`src/sv/assert_macros.svh`:
```
// Assertion macros shared by the sliding window min/max RTL.
`ifndef ASSERT_MACROS_SVH
`define ASSERT_MACROS_SVH
`ifndef SYNTHESIS
// Clocked assertion, disabled while the active-low reset is asserted.
`define ASSERT_CLK(label, clk, rst_n, prop) \
    label: assert property (@(posedge clk) disable iff (!rst_n) (prop)) \
        else $error("assertion failed in sliding window min/max");
// Clocked assertion that is also checked during reset.
`define ASSERT_CLK_ALWAYS(label, clk, prop) \
    label: assert property (@(posedge clk) (prop)) \
        else $error("assertion failed in sliding window min/max");
`else
`define ASSERT_CLK(label, clk, rst_n, prop)
`define ASSERT_CLK_ALWAYS(label, clk, prop)
`endif
`endif

```
`src/sv/swmm_pkg.sv`:
```
// Package with types, codes and helpers of the sliding window min/max block.
package swmm_pkg;

    localparam int SAMPLE_W     = 32;
    localparam int WIN_LEN_W    = 7;
    localparam int CFG_INDEX_W  = 4;
    localparam int CFG_DATA_W   = 7;
    localparam int MAX_WINDOW_DEFAULT = 64;

    typedef logic signed [SAMPLE_W-1:0] t_sample;

    // Configuration register indexes.
    localparam logic [CFG_INDEX_W-1:0] CFG_WINDOW_LEN   = CFG_INDEX_W'(0);
    localparam logic [CFG_INDEX_W-1:0] CFG_EXTREME_MODE = CFG_INDEX_W'(1);

    localparam logic [WIN_LEN_W-1:0] WINDOW_LEN_RESET = WIN_LEN_W'(1);

    // Ring operations, applied to every cell in the same cycle.
    typedef logic [1:0] t_ring_op;
    localparam t_ring_op RING_HOLD   = 2'd0;
    localparam t_ring_op RING_ROTATE = 2'd1;
    localparam t_ring_op RING_INSERT = 2'd2;

    typedef struct packed {
        t_ring_op op;
    } t_ring_ctl;

    // True when cand beats cur: lower in mode 0, higher in mode 1.
    function automatic logic better(input t_sample cand, input t_sample cur,
                                    input logic mode);
        better = mode ? (cand > cur) : (cand < cur);
    endfunction

endpackage

```
`src/sv/swmm_if.sv`:
```
// Channel interfaces: sample input, result output and configuration write.
interface swmm_in_if;
    logic               valid;
    logic               ready;
    swmm_pkg::t_sample  sample;
    logic               series_start;

    modport source (output valid, output sample, output series_start, input ready);
    modport sink   (input valid, input sample, input series_start, output ready);
endinterface

interface swmm_out_if;
    logic               valid;
    logic               ready;
    swmm_pkg::t_sample  extreme;
    logic               window_full;

    modport source (output valid, output extreme, output window_full, input ready);
    modport sink   (input valid, input extreme, input window_full, output ready);
endinterface

interface swmm_cfg_if;
    logic                               valid;
    logic                               ready;
    logic [swmm_pkg::CFG_INDEX_W-1:0]   index;
    logic [swmm_pkg::CFG_DATA_W-1:0]    data;

    modport source (output valid, output index, output data, input ready);
    modport sink   (input valid, input index, input data, output ready);
endinterface

```
`src/sv/sliding_window_min_max.sv`:
```
// Top level of the sliding window minimum / maximum block.
//
//  Channel  Direction  Payload                     Transfer when
//  i_in     in         sample, series_start        valid && ready
//  o_out    out        extreme, window_full        valid && ready
//  i_cfg    in         index, data                 valid && ready (ready is always 1)
//
//  An item goes from idle straight to done when no history is looked at (window_len
//  0 or 1, or the first sample of a series), and otherwise through a scan in which the
//  ring of MAX_WINDOW - 1 history cells makes one full revolution past the comparator.
//  A new sample is taken only while the block is idle; a finished result waits in
//  the output register, and a stalled output holds the block before the ring update.
//  Reset is synchronous and active low; it clears control state and starts a new
//  series. The history cells have no reset and are read only after being written.
module sliding_window_min_max #(
    parameter int MAX_WINDOW = swmm_pkg::MAX_WINDOW_DEFAULT
) (
    input  logic         i_clk,
    input  logic         i_rst_n,
    swmm_in_if.sink      i_in,
    swmm_out_if.source   o_out,
    swmm_cfg_if.sink     i_cfg
);

`include "assert_macros.svh"

    // Number of history cells and widths that follow from it.
    localparam int DEPTH = MAX_WINDOW - 1;
    localparam int CW    = $clog2(MAX_WINDOW);
    localparam int NW    = ($clog2(MAX_WINDOW + 1) > swmm_pkg::WIN_LEN_W) ?
                           $clog2(MAX_WINDOW + 1) : swmm_pkg::WIN_LEN_W;

    // Controller states.
    localparam logic [1:0] S_IDLE = 2'd0;
    localparam logic [1:0] S_SCAN = 2'd1;
    localparam logic [1:0] S_DONE = 2'd2;

    // Configuration registers.
    logic [swmm_pkg::WIN_LEN_W-1:0] r_window_len;
    logic                           r_mode;

    // Controller and per-series state.
    logic [1:0]         r_state, n_state;
    logic [CW-1:0]      r_fill, n_fill;
    logic [CW-1:0]      r_look, n_look;
    logic [CW-1:0]      r_step, n_step;
    logic               r_item_mode, n_item_mode;
    logic               r_whole, n_whole;
    logic               r_full, n_full;
    swmm_pkg::t_sample  r_cand, n_cand;
    swmm_pkg::t_sample  r_best, n_best;
    swmm_pkg::t_sample  r_sext, n_sext;

    // Output register.
    logic               r_out_valid, n_out_valid;
    swmm_pkg::t_sample  r_extreme, n_extreme;
    logic               r_window_full, n_window_full;

    swmm_pkg::t_ring_ctl ring_ctl;
    swmm_pkg::t_sample   cell_value [DEPTH];

    logic               in_xfer;
    logic               out_free;
    logic [CW-1:0]      fill_eff;
    logic [NW-1:0]      len_ext;
    logic [NW-1:0]      len_clamped;
    logic [NW-1:0]      look_len;

    assign i_cfg.ready = 1'b1;

    always_ff @(posedge i_clk) begin
        if (!i_rst_n) begin
            r_window_len <= swmm_pkg::WINDOW_LEN_RESET;
            r_mode       <= 1'b0;
        end else if (i_cfg.valid) begin
            if (i_cfg.index == swmm_pkg::CFG_WINDOW_LEN) begin
                r_window_len <= i_cfg.data[swmm_pkg::WIN_LEN_W-1:0];
            end else if (i_cfg.index == swmm_pkg::CFG_EXTREME_MODE) begin
                r_mode <= i_cfg.data[0];
            end
        end
    end

    // The ring is a chain of cells: cell 0 holds the newest past sample. A rotation
    // moves every sample one cell toward cell 0, with cell 0 wrapping to the far end,
    // so after DEPTH rotations the ring is back in order. An insert shifts the new
    // sample into cell 0 and drops the oldest.
    for (genvar k = 0; k < DEPTH; k++) begin : g_cell
        swmm_pkg::t_sample from_prev;
        swmm_pkg::t_sample from_next;
        if (k == 0) begin : g_head
            assign from_prev = r_cand;
        end else begin : g_body
            assign from_prev = cell_value[k-1];
        end
        if (k == DEPTH - 1) begin : g_tail
            assign from_next = cell_value[0];
        end else begin : g_mid
            assign from_next = cell_value[k+1];
        end
        swmm_cell u_cell (
            .i_clk       (i_clk),
            .i_ctl       (ring_ctl),
            .i_from_prev (from_prev),
            .i_from_next (from_next),
            .o_value     (cell_value[k])
        );
    end

    assign i_in.ready    = (r_state == S_IDLE);
    assign in_xfer       = i_in.valid && i_in.ready;
    assign out_free      = !r_out_valid || o_out.ready;

    // A flagged sample starts a new series with no past samples.
    assign fill_eff    = i_in.series_start ? '0 : r_fill;
    assign len_ext     = NW'(r_window_len);
    assign len_clamped = (len_ext > NW'(MAX_WINDOW)) ? NW'(MAX_WINDOW) : len_ext;
    assign look_len    = (len_clamped == '0) ? '0 : len_clamped - NW'(1);

    always_comb begin
        n_state       = r_state;
        n_fill        = r_fill;
        n_look        = r_look;
        n_step        = r_step;
        n_item_mode   = r_item_mode;
        n_whole       = r_whole;
        n_full        = r_full;
        n_cand        = r_cand;
        n_best        = r_best;
        n_sext        = r_sext;
        n_out_valid   = r_out_valid && !o_out.ready;
        n_extreme     = r_extreme;
        n_window_full = r_window_full;
        ring_ctl.op   = swmm_pkg::RING_HOLD;

        unique case (r_state)
            S_IDLE: begin
                if (in_xfer) begin
                    n_cand      = i_in.sample;
                    n_best      = i_in.sample;
                    n_item_mode = r_mode;
                    n_whole     = (len_clamped == '0);
                    n_full      = (len_clamped == '0) ||
                                  (NW'(fill_eff) + NW'(1) >= len_clamped);
                    n_look      = (look_len > NW'(fill_eff)) ? fill_eff : CW'(look_len);
                    n_step      = '0;
                    n_fill      = (fill_eff == CW'(DEPTH)) ? fill_eff : fill_eff + CW'(1);
                    if (fill_eff == '0 ||
                        swmm_pkg::better(i_in.sample, r_sext, r_mode)) begin
                        n_sext = i_in.sample;
                    end
                    // Nothing to look at: the ring need not turn.
                    if ((len_clamped == '0) || (n_look == '0)) begin
                        n_state = S_DONE;
                    end else begin
                        n_state = S_SCAN;
                    end
                end
            end
            S_SCAN: begin
                // Cell 0 holds the sample of age r_step + 1 in this cycle.
                ring_ctl.op = swmm_pkg::RING_ROTATE;
                if (r_step < r_look &&
                    swmm_pkg::better(cell_value[0], r_best, r_item_mode)) begin
                    n_best = cell_value[0];
                end
                n_step = r_step + CW'(1);
                if (r_step == CW'(DEPTH - 1)) begin
                    n_state = S_DONE;
                end
            end
            S_DONE: begin
                if (out_free) begin
                    ring_ctl.op   = swmm_pkg::RING_INSERT;
                    n_out_valid   = 1'b1;
                    n_extreme     = r_whole ? r_sext : r_best;
                    n_window_full = r_full;
                    n_state       = S_IDLE;
                end
            end
            default: begin
                n_state = S_IDLE;
            end
        endcase
    end

    always_ff @(posedge i_clk) begin
        if (!i_rst_n) begin
            r_state     <= S_IDLE;
            r_fill      <= '0;
            r_sext      <= '0;
            r_out_valid <= 1'b0;
        end else begin
            r_state     <= n_state;
            r_fill      <= n_fill;
            r_sext      <= n_sext;
            r_out_valid <= n_out_valid;
        end
    end

    always_ff @(posedge i_clk) begin
        r_look        <= n_look;
        r_step        <= n_step;
        r_item_mode   <= n_item_mode;
        r_whole       <= n_whole;
        r_full        <= n_full;
        r_cand        <= n_cand;
        r_best        <= n_best;
        r_extreme     <= n_extreme;
        r_window_full <= n_window_full;
    end

    assign o_out.valid       = r_out_valid;
    assign o_out.extreme     = r_extreme;
    assign o_out.window_full = r_window_full;

    `ASSERT_CLK(a_accept_leaves_idle, i_clk, i_rst_n,
        in_xfer |=> (r_state == S_SCAN || r_state == S_DONE))
    `ASSERT_CLK(a_scan_ends_after_revolution, i_clk, i_rst_n,
        (r_state == S_SCAN && r_step == CW'(DEPTH - 1)) |=> (r_state == S_DONE))
    `ASSERT_CLK(a_look_within_fill, i_clk, i_rst_n,
        (r_state != S_IDLE) |-> (r_look <= r_fill))
    `ASSERT_CLK(a_done_waits_for_output, i_clk, i_rst_n,
        (r_state == S_DONE && r_out_valid && !o_out.ready) |=> (r_state == S_DONE))
    `ASSERT_CLK(a_fill_bounded, i_clk, i_rst_n,
        r_fill <= CW'(DEPTH))

endmodule

```
`src/sv/swmm_cell.sv`:
```
// One history cell of the sample ring: holds, rotates or shifts in a sample.
module swmm_cell (
    input  logic                i_clk,
    input  swmm_pkg::t_ring_ctl i_ctl,
    input  swmm_pkg::t_sample   i_from_prev,
    input  swmm_pkg::t_sample   i_from_next,
    output swmm_pkg::t_sample   o_value
);

    swmm_pkg::t_sample r_value;

    always_ff @(posedge i_clk) begin
        unique case (i_ctl.op)
            swmm_pkg::RING_ROTATE: r_value <= i_from_next;
            swmm_pkg::RING_INSERT: r_value <= i_from_prev;
            default:               r_value <= r_value;
        endcase
    end

    assign o_value = r_value;

endmodule

```
`src/flat_wrapper.sv`:
```
// flat-port wrapper written by rule: the top's interface ports become plain ports
module sliding_window_min_max_flat 
#(
    parameter int MAX_WINDOW = swmm_pkg::MAX_WINDOW_DEFAULT
)
  (i_clk, i_rst_n, i_in_valid, i_in_sample, i_in_series_start, i_in_ready, o_out_valid, o_out_extreme, o_out_window_full, o_out_ready, i_cfg_valid, i_cfg_index, i_cfg_data, i_cfg_ready);
  swmm_in_if i_in_i ();
  swmm_out_if o_out_i ();
  swmm_cfg_if i_cfg_i ();
  input  logic i_clk;
  input  logic i_rst_n;
  input wire logic [$bits(i_in_i.valid)-1:0] i_in_valid;
  input wire logic [$bits(i_in_i.sample)-1:0] i_in_sample;
  input wire logic [$bits(i_in_i.series_start)-1:0] i_in_series_start;
  output wire logic [$bits(i_in_i.ready)-1:0] i_in_ready;
  output wire logic [$bits(o_out_i.valid)-1:0] o_out_valid;
  output wire logic [$bits(o_out_i.extreme)-1:0] o_out_extreme;
  output wire logic [$bits(o_out_i.window_full)-1:0] o_out_window_full;
  input wire logic [$bits(o_out_i.ready)-1:0] o_out_ready;
  input wire logic [$bits(i_cfg_i.valid)-1:0] i_cfg_valid;
  input wire logic [$bits(i_cfg_i.index)-1:0] i_cfg_index;
  input wire logic [$bits(i_cfg_i.data)-1:0] i_cfg_data;
  output wire logic [$bits(i_cfg_i.ready)-1:0] i_cfg_ready;
  assign i_in_i.valid = i_in_valid;
  assign i_in_i.sample = i_in_sample;
  assign i_in_i.series_start = i_in_series_start;
  assign i_in_ready = i_in_i.ready;
  assign o_out_valid = o_out_i.valid;
  assign o_out_extreme = o_out_i.extreme;
  assign o_out_window_full = o_out_i.window_full;
  assign o_out_i.ready = o_out_ready;
  assign i_cfg_i.valid = i_cfg_valid;
  assign i_cfg_i.index = i_cfg_index;
  assign i_cfg_i.data = i_cfg_data;
  assign i_cfg_ready = i_cfg_i.ready;
  sliding_window_min_max #(.MAX_WINDOW(MAX_WINDOW)) u_core (.i_clk(i_clk), .i_rst_n(i_rst_n), .i_in(i_in_i), .o_out(o_out_i), .i_cfg(i_cfg_i));
endmodule
```
`config.mk`:
```
export PLATFORM = sky130hd
export DESIGN_NAME = sliding_window_min_max_flat
export DESIGN_NICKNAME = d
export VERILOG_FILES = /design/src/sv/swmm_pkg.sv /design/src/sv/swmm_if.sv /design/src/sv/sliding_window_min_max.sv /design/src/sv/swmm_cell.sv /design/src/flat_wrapper.sv
export VERILOG_INCLUDE_DIRS = /design/src /design/src/sv
export SDC_FILE = /design/constraint.sdc
export NUM_CORES = 2
export LEC_CHECK = 0
export ABC_AREA = 1
export BUFFER_PORTS_ARGS = -buffer_cell sky130_fd_sc_hd__buf_4
export CAP_MARGIN = 20
export CORE_AREA = 3 3 561 563
export CTS_CLUSTER_SIZE = 25
export DETAILED_ROUTE_END_ITERATION = 6
export DIE_AREA = 0 0 564 566
export SLEW_MARGIN = 0
export SYNTH_ARGS = -nofsm -noshare
export SYNTH_HDL_FRONTEND = slang
export SYNTH_SLANG_ARGS = --single-unit
```
`constraint.sdc`:
```
create_clock -name i_clk -period 46.8 [get_ports i_clk]
set_clock_uncertainty 0.1 [all_clocks]
set_input_delay 4.68 -clock i_clk [delete_from_list [all_inputs] [get_ports i_clk]]
set_output_delay 4.68 -clock i_clk [all_outputs]
set_load 0.02 [all_outputs]
```
# After elaboration in Yosys (flattened, before gate mapping)
# Index checks and enable logic that the tools add are counted.
# W data, S select, Z words.
# op_classes
eq_ne	11
mux	85
bitwise_logic	1
order_cmp	8
addsub	4
n_reduce_logical	24
# op_table
op	count
$pmux W32 S2	64
$mux W32	3
$gt A32 B32 Y1	2
$lt A32 B32 Y1	2
$mux W6	4
$mux W7	2
$add A6 B1 Y6 const B	2
$eq A6 B6 Y1 const B	2
$logic_not A6 Y1	2
$pmux W6 S2	1
$reduce_and A3 Y1	4
$mux W2	5
$reduce_and A2 Y1	4
$add A6 B1 Y7 const B	1
$ge A7 B7 Y1	1
$gt A7 B6 Y1	1
$gt A7 B7 Y1 const B	1
$logic_not A7 Y1	1
$sub A7 B1 Y7 const B	1
$lt A6 B6 Y1	1
$ne A2 B1 Y1 const B	3
$pmux W2 S3	1
$eq A2 B1 Y1 const B	2
$eq A2 B2 Y1 const B	2
11 further kinds	21
# word_totals
inputBits	49
reg_bits	2177
out_inout_bits	36

# Depth between registers and ports, before layout
# logic_depth
word_depth	11
ltp_mapped	24
ltp_nobuf	24

# Cells and area by module
# Synthesis repeated with hierarchy kept, for this count alone.
# hier_totals
cells_unflattened	9764
hier_area_um2	101680.0
# by_module_without_submodules
module	cells_per_inst	n_inst	seq_area_each_um2	area_each_um2
swmm_cell	139	63	960.9	1472.7
sliding_window_min_max	1007	1	4344.2	8902.3

# Worst setup path after synthesis
# No wires, ideal clock.
# synth_path
path_type	input-to-reg
start	in o_out_ready
end	reg u_core.g_cell[0].u_cell.r_value[0], enable pin
slack_ns	0.249
arrival_time_ns	44.107
cell_stages	5
setup_ns	2.344
path_buffers	0
path_cell_list	inv_1 nand2_1 and3_1 ha_1 inv_1
# synth_via
elab_chain_cells	5
word_cells_on_any_way	6
cone_classes	2 x eq/ne; 2 x mux; 2 x reduce/logical
# synth_lines
item	line_no	text
start: declaration	flat_wrapper.sv:19	input wire logic [$bits(o_out_i.ready)-1:0] o_out_ready;
$logic_or A1 B1 Y1 *	sliding_window_min_max.sv:112	assign out_free = !r_out_valid || o_out.ready;
$mux W2 *	sliding_window_min_max.sv:173	if (out_free) begin
$pmux W2 S2 *	sliding_window_min_max.sv:136	unique case (r_state)
$eq A2 B2 Y1 or $eq A2 B1 Y1 (tied branches)	swmm_cell.sv:13	unique case (i_ctl.op)
$reduce_bool A2 Y1 (no line) *	n/a	
end signal: assignment	swmm_cell.sv:14	swmm_pkg::RING_ROTATE: r_value <= i_from_next;
end signal: assignment	swmm_cell.sv:15	swmm_pkg::RING_INSERT: r_value <= i_from_prev;
end signal: assignment	swmm_cell.sv:16	default: r_value <= r_value;
end: declaration	swmm_cell.sv:10	swmm_pkg::t_sample r_value;
# Every way passes the cells marked *; elsewhere a longest branch is shown, timed or not.
# A chain may end at the register's enable or synchronous reset.

# Final worst setup path
# layout_path
start	in o_out_ready
end	reg u_core.g_cell[30].u_cell.r_value[13], enable pin
# layout_via
elab_chain_cells	5
word_cells_on_any_way	6
cone_classes	2 x eq/ne; 2 x mux; 2 x reduce/logical
# layout_lines
item	line_no
$logic_or A1 B1 Y1 *	sliding_window_min_max.sv:112
$mux W2 *	sliding_window_min_max.sv:173
$pmux W2 S2 *	sliding_window_min_max.sv:136
$eq A2 B2 Y1 or $eq A2 B1 Y1 (tied branches)	swmm_cell.sv:13
$reduce_bool A2 Y1 (no line) *	n/a
end signal: assignment	swmm_cell.sv:14
end signal: assignment	swmm_cell.sv:15
end signal: assignment	swmm_cell.sv:16
end: declaration	swmm_cell.sv:10
# Marked as above.

==> run metrics <==
routed vias/inst 4.449; FP Rows 204; Detailed Route WL 160100 µm; pin count of the biggest net entering global routing 326; total CTS buffers 230; Post CTS Setup Buffer Count 0; Final Hold Vio Count 0; vias in the first global route 54.27k; Post-synth EDFFs 2128; initial antenna violation count 3; nets 8520; layout cells sized above 1 6.046%; Post-Synthesis Cells 8485; Worst Path Buf+Inv 9; Max Cap Viol 0; GRT Resource Usage Total 9.659%; Die X 564 µm; hold_buf cts 0; fin crit period 11.10 ns; Lkg Pwr 37.94 nW; DR pass1 iterations 7; YS warnings 0; Mapped Area 0.09290 mm²; worst path arrival time 11.44 ns; Power per Cell Area 69.09 mW/mm²; CTS Root Cell clkbuf_16; Final Non-Filler Cells 12.69k; Setup-failing EPs final 0; status finished with violations; core box area 0.3094 mm²; DRC errors left 2; Total Neg Setup Slack 0 ns; ys flop type edfxtp_1; flops & latches, synth 2177; max-slew violations 0; clock slew at reported path FFs 0.06 ns; Async SR Flop Fraction 0%; Clock Tree Buf Depth 4; Slew @ Worst Pin 1.234 ns; DRT antenna net count 0; Syn Nets 8625; clk_lat worst skew 0.88 ns; worst path required time 47.14 ns; Tcrit/Tclk final 23.72%; CP max stage cell buf_4; First DRT Iteration DRCs 4875; filler instances 30.56k; crit end category flop; Port-buffer cells 83; Starting Density 30.03%; synthesized area per cell 10.95 µm²; cell chain of the critical path buf_4 -> inv_1 -> nand2_1 -> and3_1 -> ha_4 -> inv_8 -> buf_4 -> buf_4 -> buf_4 -> buf_4 -> buf_4 -> buf_4; first-pass GRT wire length 266600 µm; dpl cell area 0.09710 mm²; Die H 566 µm; clock sinks 2177; failing checks design-rule violations; count of cell types in the netlist 41; IO Count 85; Inst Count DP 12.26k; startpoint types primary input; crit-path leading delay family buffers and inverters; unrepaired setup endpoints after global routing false; Crit Path Category in -> reg; CTS tree yes; vias 56.45k; Routability Congestion 0.7463; Max H-tree Level 4; commonest non-fill, non-tap cell in the layout edfxtp_1; worst-path fanout max 135; design area 0.1045 mm²; Routed WL per cell 12.62 µm; VDD IR max 0.00005153 V; Slew HR 17.75%; Detailed Place HPWL 97020 µm; PostCTS Resize Cnt 0; Crit path top cell by count buf_4; most frequent cells in the layout edfxtp_1 (2128), nand2_1 (1202), inv_1 (1165); worst hold path type reg -> reg; Fmax 90.07 MHz; die area 0.3192 mm²; grt total ovfl 0; sequential share of the synthesized area 69.84%; P&R area growth vs syn 12.52%; CP peak stage delay 0.94 ns
[where the power goes]
group          switching (W)  internal [W]  total, W
combinational        0.00128      0.000485   0.00176
sequential          0.000293       0.00341   0.00370
clock               0.000743       0.00101   0.00176
[stage by stage]
stage	setup slack, ns	total power, W	util, %	hold slack (ns)
2_1_floorplan	0.2487	0.006637	-	0.3003
3_3_place_gp	34.96	0.005405	31.39	0.3261
3_5_place_dp	34.68	0.005528	31.39	0.3282
4_1_cts	35.63	0.007319	33.73	0.3386
5_1_grt	35.11	0.007744	33.79	0.3407
6_report	35.70	0.007223	33.79	0.3402
[flip-flops by register name, summed over array words and instances, names as in the netlist]
register,flops
u_core.r_state,2
u_core.g_cell.u_cell.o_value,2016
u_core.r_full,1
u_core.len_ext,7
u_core.o_out.extreme,32
u_core.r_look,6
u_core.r_fill,6
u_core.r_sext,32
u_core.g_cell.from_prev,32
u_core.o_out.valid,1
u_core.r_whole,1
u_core.r_best,32
u_core.o_out.window_full,1
u_core.r_mode,1
u_core.r_step,6
u_core.r_item_mode,1
[metal layers]
metal / up-vias / GRT usage (%) / wire length, µm
met5: - / 0 / 46
li1: 28590 / - / -
met4: 6 / 3.043 / 4531
met3: 286 / 1.687 / 6496
met2: 789 / 15.43 / 73440
met1: 26780 / 13.32 / 75580
[cells in the mapped netlist, types with 3 or more instances]
| cell | count | area (µm²) |
|---|---|---|
| buf_2 | 215 | 1076 |
| ha_1 | 91 | 1139 |
| nor3_1 | 6 | 30.03 |
| clkbuf_1 | 211 | 792.0 |
| nor2_1 | 1071 | 4020 |
| inv_1 | 1166 | 4377 |
| buf_1 | 46 | 172.7 |
| o211ai_1 | 3 | 22.52 |
| o21ai_0 | 1078 | 5395 |
| o21a_1 | 7 | 52.55 |
| a21oi_1 | 1074 | 5375 |
| buf_6 | 6 | 67.56 |
| xor2_1 | 4 | 35.03 |
| nand4_1 | 7 | 43.79 |
| nand3_2 | 4 | 40.04 |
| nand3_1 | 55 | 275.3 |
| mux2_2 | 35 | 394.1 |
| nand2_1 | 1202 | 4512 |
| edfxtp_1 | 2128 | 63900 |
| dfxtp_1 | 49 | 980.9 |
[logic make-up after synthesis]
| group | after synthesis | synth area share (%) |
|---|---|---|
| compound gates | 2175 | 11.78 |
| mux | 35 | 0.4242 |
| buf+inv | 1647 | 6.996 |
| xor+xnor | 6 | 0.05656 |
| fa+ha+maj | 91 | 1.226 |
| simple gates | 2353 | 9.672 |
| other cells | 1 | 0.004036 |
| flops | 2177 | 69.84 |
[path summary, 6_finish.rpt]
path	from	end	slack [ns]	cells past startpoint
max	o_out_ready	u_core.g_cell[30].u_cell.o_value[13]$_DFFE_PP_	35.70	12
min	u_core.r_mode$_SDFFE_PN0P_	u_core.r_item_mode$_DFFE_PP_	0.34	0
max reg2reg	u_core.r_state[0]$_SDFFE_PN0P_	u_core.g_cell[30].u_cell.o_value[13]$_DFFE_PP_	39.03	11
min reg2reg	u_core.r_mode$_SDFFE_PN0P_	u_core.r_item_mode$_DFFE_PP_	0.34	0
[final cells by class]
| type | count | area, µm² | area share, % |
|---|---|---|---|
| antenna | 1 | 2.502 | 0.002394 |
| clock buffer | 280 | 5995 | 5.734 |
| clock inverter | 140 | 1249 | 1.194 |
| inverter | 1168 | 4394 | 4.203 |
| multi-input combinational | 4661 | 21560 | 20.62 |
| sequential | 2177 | 64880 | 62.07 |
| tap | 4120 | 5155 | 4.931 |
| timing repair buffer | 142 | 1306 | 1.250 |
Note: power is estimated with default switching activity, not from simulation.
